File: config.mk
export PLATFORM = sky130hd
export DESIGN_NAME = gmpe_sqrt
export DESIGN_NICKNAME = d
export VERILOG_FILES = /design/src/rtl/gmpe_pkg.sv /design/src/rtl/gmpe_sqrt.sv
export SDC_FILE = /design/constraint.sdc
export NUM_CORES = 1
export LEC_CHECK = 0
export BUFFER_PORTS_ARGS = -buffer_cell sky130_fd_sc_hd__buf_2
export CAP_MARGIN = 20
export CELL_PAD_IN_SITES_DETAIL_PLACEMENT = 0
export CELL_PAD_IN_SITES_GLOBAL_PLACEMENT = 2
export CORE_AREA = 4 4 144 180
export CTS_CLUSTER_SIZE = 14
export DETAILED_ROUTE_END_ITERATION = 10
export DIE_AREA = 0 0 148 184
export PLACE_DENSITY = 0.85
export SLEW_MARGIN = 20
export SYNTH_ARGS = -nofsm -noshare
export SYNTH_HDL_FRONTEND = slang
export SYNTH_SLANG_ARGS = --single-unit
File: constraint.sdc
create_clock -name clk_i -period 6.45 [get_ports clk_i]
set_input_delay 1.29 -clock clk_i [delete_from_list [all_inputs] [get_ports clk_i]]
set_output_delay 1.29 -clock clk_i [all_outputs]
set_load 0.02 [all_outputs]
File: src/rtl/gmpe_pkg.sv
// gmpe_pkg: shared types and constants of the memory polynomial evaluator
// used by gmpe_sqrt and gmp_model_evaluator; no dependencies

package gmpe_pkg;

  // field widths of the request and result channels
  localparam int unsigned SampleW = 16;
  localparam int unsigned CoefW   = 18;
  localparam int unsigned CidxW   = 9;
  localparam int unsigned CfgIdxW = 4;
  localparam int unsigned CfgW    = 4;

  // arithmetic widths
  localparam int unsigned MulW    = 26;  // shared multiplier operands
  localparam int unsigned ProdW   = 2 * MulW;
  localparam int unsigned PwrW    = 24;  // envelope power, Q.15
  localparam int unsigned TermW   = 26;  // sample times power, Q.15
  localparam int unsigned AccW    = 56;  // Q.30 accumulator
  localparam int unsigned RadW    = 32;  // squared magnitude
  localparam int unsigned RootW   = 17;  // rounded magnitude
  localparam int unsigned NeedW   = 8;

  localparam logic [PwrW-1:0] PwrOne = PwrW'(32768);

  // configuration register indexes
  typedef enum logic [CfgIdxW-1:0] {
    CFG_ALIGNED_ORDER = 4'd0,
    CFG_ALIGNED_DEPTH = 4'd1,
    CFG_LAG_ORDER     = 4'd2,
    CFG_LAG_DEPTH     = 4'd3,
    CFG_LAG_SPAN      = 4'd4,
    CFG_LEAD_ORDER    = 4'd5,
    CFG_LEAD_DEPTH    = 4'd6,
    CFG_LEAD_SPAN     = 4'd7
  } cfg_idx_e;

  // request modes
  typedef enum logic {
    MODE_COEF   = 1'b0,
    MODE_SAMPLE = 1'b1
  } mode_e;

  // term groups in evaluation order
  typedef enum logic [1:0] {
    SEC_ALIGNED = 2'd0,
    SEC_LAG     = 2'd1,
    SEC_LEAD    = 2'd2,
    SEC_DONE    = 2'd3
  } sec_e;

  // sequencer states
  typedef enum logic [4:0] {
    S_IDLE,
    S_SETUP,
    S_CHECK,
    S_ADV,
    S_ENV_RD,
    S_SQ_RE,
    S_SQ_IM,
    S_SQ_SUM,
    S_SQRT_GO,
    S_SQRT,
    S_POW,
    S_POW_WR,
    S_X_RD,
    S_XT_RE,
    S_XT_IM,
    S_M1,
    S_M2,
    S_M3,
    S_M4,
    S_M5,
    S_FINISH
  } state_e;

  // square root unit handshake
  typedef struct packed {
    logic start;
    logic [RadW-1:0] radicand;
  } sqrt_req_t;

endpackage

File: src/rtl/gmpe_sqrt.sv
// gmpe_sqrt: iterative square root, one result bit per cycle, rounded to nearest
// depends on gmpe_pkg

module gmpe_sqrt (
  input  logic                       clk_i,
  input  logic                       rst_ni,
  input  gmpe_pkg::sqrt_req_t        req_i,
  output logic                       done_o,
  output logic [gmpe_pkg::RootW-1:0] root_o
);

  localparam int unsigned RW = gmpe_pkg::RadW;

  logic          busy_q;
  logic          done_q;
  logic [RW-1:0] rem_q, rem_d;
  logic [RW-1:0] r_q, r_d;
  logic [RW-2:0] b_q;
  logic [RW:0]   trial;

  // one digit step
  always_comb begin
    trial = {1'b0, r_q} + {2'b0, b_q};
    rem_d = rem_q;
    r_d   = r_q >> 1;
    if ({1'b0, rem_q} >= trial) begin
      rem_d = rem_q - trial[RW-1:0];
      r_d   = (r_q >> 1) + {1'b0, b_q};
    end
  end

  // control
  always_ff @(posedge clk_i or negedge rst_ni) begin
    if (!rst_ni) begin
      busy_q <= 1'b0;
      done_q <= 1'b0;
    end else begin
      done_q <= 1'b0;
      if (req_i.start) begin
        busy_q <= 1'b1;
      end else if (busy_q && b_q == (RW-1)'(1)) begin
        busy_q <= 1'b0;
        done_q <= 1'b1;
      end
    end
  end

  // datapath
  always_ff @(posedge clk_i) begin
    if (req_i.start) begin
      rem_q <= req_i.radicand;
      r_q   <= '0;
      b_q   <= (RW-1)'(1) << (RW - 2);
    end else if (busy_q) begin
      rem_q <= rem_d;
      r_q   <= r_d;
      b_q   <= b_q >> 2;
    end
  end

  // round up when remainder exceeds root
  assign root_o = gmpe_pkg::RootW'(r_q) + gmpe_pkg::RootW'(rem_q > r_q);
  assign done_o = done_q;

  assert property (@(posedge clk_i) disable iff (!rst_ni) done_q |-> !busy_q)
    else $error("sqrt done while still busy");
  assert property (@(posedge clk_i) disable iff (!rst_ni) req_i.start |=> busy_q)
    else $error("sqrt did not start");
  assert property (@(posedge clk_i) disable iff (!rst_ni) done_q |-> $past(busy_q))
    else $error("sqrt done without work");

endmodule

# After elaboration in Yosys (flattened, before gate mapping)
# Index checks and enable logic that the tools add are counted.
# word_totals
reg_bits	82
out_inout_bits	18
# op_classes
n_addsub	4
magnitude_cmp	2
eq_ne	1
mux	8
reduce_logical	5
# op_table
operator	count
$mux W32	4
$add A32 B31 Y33	1
$ge A32 B33 Y1	1
$add A31 B31 Y32	1
$gt A32 B32 Y1	1
$sub A32 B32 Y32	1
$add A17 B1 Y17	1
$eq A16 B1 Y1 const B	1
$reduce_bool A2 Y1	3
$mux W1	4
$reduce_and A2 Y1	1
$logic_and A1 B1 Y1	1

# Longest topological paths before layout
# depth
ltp_word	5
depth_mapped	21
mapped_depth_nobuf	19

# Least setup slack after synthesis
# Ideal clock, no wire load.
# synth_timing
path_kind	register to register
startpoint	register b_q[2]
endpoint	register rem_q[0] (enable)
setup_ns	0.466
arrival_ns	6.217
t_required_ns	5.984
slack_ns	-0.232
path_stages_with_launch	18
path_buffers	1
synth_period_minus_slack_ns	6.682
path_cell_list	dfxtp_1 -> ha_1 -> a31oi_1 -> o21ai_1 -> a221oi_2 -> a211oi_1 -> a211o_1 -> a31oi_1 -> xnor2_1 -> ha_1 -> nand4_1 -> nor3_2 -> a21boi_1 -> and4_1 -> a211oi_4 -> or2_1 -> buf_2 -> o21ai_0
# synth_between
elab_chain_len	4
# synth_lines
item	line_no	text
start: declaration	gmpe_sqrt.sv:18	logic [RW-2:0] b_q;
start signal: assignment	gmpe_sqrt.sv:53	b_q <= (RW-1)'(1) << (RW - 2);
start signal: assignment	gmpe_sqrt.sv:57	b_q <= b_q >> 2;
$add A32 B31 Y33	gmpe_sqrt.sv:23	trial = {1'b0, r_q} + {2'b0, b_q};
$ge A32 B33 Y1	gmpe_sqrt.sv:26	if ({1'b0, rem_q} >= trial) begin
$reduce_bool A2 Y1 (no source line)	n/a	
$reduce_and A2 Y1 (no source line)	n/a	
end signal: assignment	gmpe_sqrt.sv:51	rem_q <= req_i.radicand;
end signal: assignment	gmpe_sqrt.sv:55	rem_q <= rem_d;
end: declaration	gmpe_sqrt.sv:16	logic [RW-1:0] rem_q, rem_d;
# Every way passes these cells.
# A chain may end at the register's enable or synchronous reset.

# Worst setup path in the final report
# layout_timing
startpoint	register r_q[2]
endpoint	register rem_q[9] (enable)
# layout_between
elab_chain_len	4
# layout_lines
item	line_no	text
start: declaration	gmpe_sqrt.sv:17	logic [RW-1:0] r_q, r_d;
start signal: assignment	gmpe_sqrt.sv:56	r_q <= r_d;
$add A32 B31 Y33	gmpe_sqrt.sv:23	
$ge A32 B33 Y1	gmpe_sqrt.sv:26	
$reduce_bool A2 Y1 (no source line)	n/a	
$reduce_and A2 Y1 (no source line)	n/a	
# Every way passes these cells.

==> flow_summary.json <==
{
  "gp_congestion": 0.880,
  "ios": 53,
  "io_buffers": 52,
  "endpoint_kind": "flip-flop",
  "multi_input_area_sq_um": 5740,
  "status": "finished clean",
  "critPathMaxFanout": 32,
  "synthArstFlopShare": 0.0244,
  "grt_pass1_wl_mm": 38.4,
  "die_h_microns": 184,
  "final_nets": 1181,
  "grt_setup_unrepaired": "false",
  "synth_nets": 1158,
  "ir_worst_vdd_uv": 177,
  "fin_setup_tns_ps": 0,
  "min_period_ps": 5420,
  "postRouteAntennaNets": 0,
  "seq_area_sq_um": 1970,
  "hold_class": "reg -> reg",
  "synth_edf_count": 32,
  "root_buffer": "clkbuf_16",
  "cp.required_ps": 6450,
  "dr.pass1.iters": 5,
  "synth_top_area_cell": "ha_1",
  "cp-start-kind": "flip-flop",
  "postCtsSetupBuffers": 0,
  "drive_gt1_frac": 0.0886,
  "setup_viol": 0,
  "cts-buffers-inserted": 9,
  "cts.clk_slew.worst_paths_ps": 70,
  "drv_cap": 0,
  "antenna_found_initial": 0,
  "fillers": 2597,
  "ys_types": 73,
  "routedWlPerCell_microns": 17.2,
  "drv_slew": 0,
  "initial_core_util": 0.334,
  "row_count": 64,
  "area_delta_synth_final_pct": 10.0,
  "ctsResizeCount": 0,
  "power_mw": 3.87,
  "finalClockSkew_ps": 10.3,
  "worstMarginPinSlew_ps": 869,
  "relSlewSlack": 0.421,
  "finalCritPeriodShare": 0.841,
  "clkSinkCount": 82,
  "grt_max_degree": 74,
  "max_clock_freq_mhz": 184,
  "powerDensity_nw_per_um2": 433,
  "remaining_drc_errors": 0,
  "synth_area_sq_um": 8120,
  "synth-seq-cells": 82,
  "ys_warn_count": 0,
  "synth_area_leaders": "ha_1 (15%), dfxtp_1 (12%), edfxtp_1 (12%), xnor2_1 (6.9%), o21ai_0 (5.5%)",
  "ctsHoldBuffers": 0,
  "avgViaCountPerCell": 5.36,
  "hold_viol": 0,
  "clk_path_buf_depth": 2,
  "die-area_sq_um": 27200,
  "arrival_ps": 5420,
  "insertion_delay_ps": 350,
  "dr_total_vias": 7396,
  "drt-initial-drc-count": 408,
  "synth_top_cell_area_share": 0.154,
  "routed_wl_mm": 23.8,
  "htree_levels": 3,
  "path_class": "reg -> reg",
  "synth_ff_type": "dfxtp_1",
  "overflow": 0,
  "grt_pass1_vias": 7265,
  "post-dp-hpwl_mm": 18.5,
  "fp.dieW_microns": 148,
  "mostFrequentLayoutCell": "ha_1",
  "antennaDiodeCount": 0,
  "core_area_sq_um": 24300,
  "p_leak_nw": 3.58,
  "syn_avg_cell_area_sq_um": 7.94,
  "grtUsageTotal": 0.175,
  "synth_seq_area_share": 0.243,
  "final_cell_mix": "ha_1 (100), nor2_1 (96), nand2_1 (94)",
  "synthCells": 1022,
  "cts_tree": "done"
}
## synth_stat cells, drive strengths merged (6+ instances only)
library cell and n:
xor2 20, nor3 28, inv 55, or2 6, clkbuf 32, and2 7
a211oi 27, a21o 22, mux2i 17, nor4 12, ha 100, nor2 97
edfxtp 32, o21ai 91, a21oi 72, buf 15, a31oi 21, dfxtp 48
o21bai 18, o31ai 11, xnor2 64, o21a 9, nand4 19, nand2 94
and3 6, nand3 18
## area by class of cell
type	instances	area share
clock buffer	11	0.0272
clock inverter	5	0.00434
multi-input combinational	837	0.642
tap	330	0.0462
sequential	82	0.221
timing repair buffer	59	0.0353
inverter	56	0.0235
## registers in the layout (all words and copies together), names as in the netlist
name    cells
r_q        32
rem_q      32
b_q        16
busy_q      1
done_o      1
## critical path: stages, from the launching register on
cell      delay, ps
dfxtp_1         530
ha_1            330
a31oi_1         330
o21ai_1         240
a221oi_2        380
a211oi_1        210
a211o_1         330
a31oi_1         280
xnor2_1         130
ha_1            340
nand4_1         200
nor3_2          290
a21boi_1        240
and4_1          270
a211oi_4        130
or2_1           280
o21ai_2         110
buf_4           410
## layer usage
| layer | GRT usage | wire length, microns | up-vias | part of all wire |
|---|---|---|---|---|
| li1 | - | - | 3803 | - |
| met1 | 0.238 | 11500 | 3417 | 0.48 |
| met2 | 0.288 | 10900 | 140 | 0.46 |
| met3 | 0.0187 | 656 | 36 | 0.028 |
| met4 | 0.0636 | 705 | 0 | 0.030 |
| met5 | 0 | 0 | - | 0 |
## final timing paths
path | from | endpoint | slack, ps | cells past startpoint
setup / recovery | r_q[2] | rem_q[9] | 1030 | 17
hold / removal | r_q[0] | r_q[0] | 540 | 2
setup reg to reg | r_q[2] | rem_q[9] | 1030 | 17
hold reg to reg | r_q[0] | r_q[0] | 540 | 2
max in group asynchronous | rst_ni | busy_q | 5640 | 1
min in group asynchronous | rst_ni | busy_q | 700 | 1
## cell families (layout without fill, tap and decap cells)
family	count (synthesis)	in the layout	share of synthesized area
and+or+nand+nor	308	308	0.174
AOI/OAI and AO/OA	323	323	0.258
buffers and inverters	103	131	0.0509
xor gates and xnor gates	84	84	0.0906
adders and majority gates	101	101	0.157
DFF	82	82	0.243
muxes	21	21	0.0265
## through the flow
stage / utilization / hold slack, ps / setup slack, ps / cell area [sq um] / instances
detailed placement: 0.355 / 529 / 1040 / 8650 / 1364
floorplan: - / 497 / 637 / 8120 / 1022
finish: 0.367 / 538 / 1030 / 8930 / 1380
global placement: 0.355 / 524 / 1160 / 8650 / 1364
CTS: 0.367 / 542 / 988 / 8930 / 1380
global route: 0.367 / 568 / 572 / 8930 / 1380
## power by group
group          total (mW)  internal [mW]  switching, mW  leakage [nW]
Sequential          0.939          0.758          0.181         0.746
Combinational        2.42          0.978           1.44          2.69
Clock               0.510          0.274          0.235         0.136
Power figures use the tool's default switching activity.
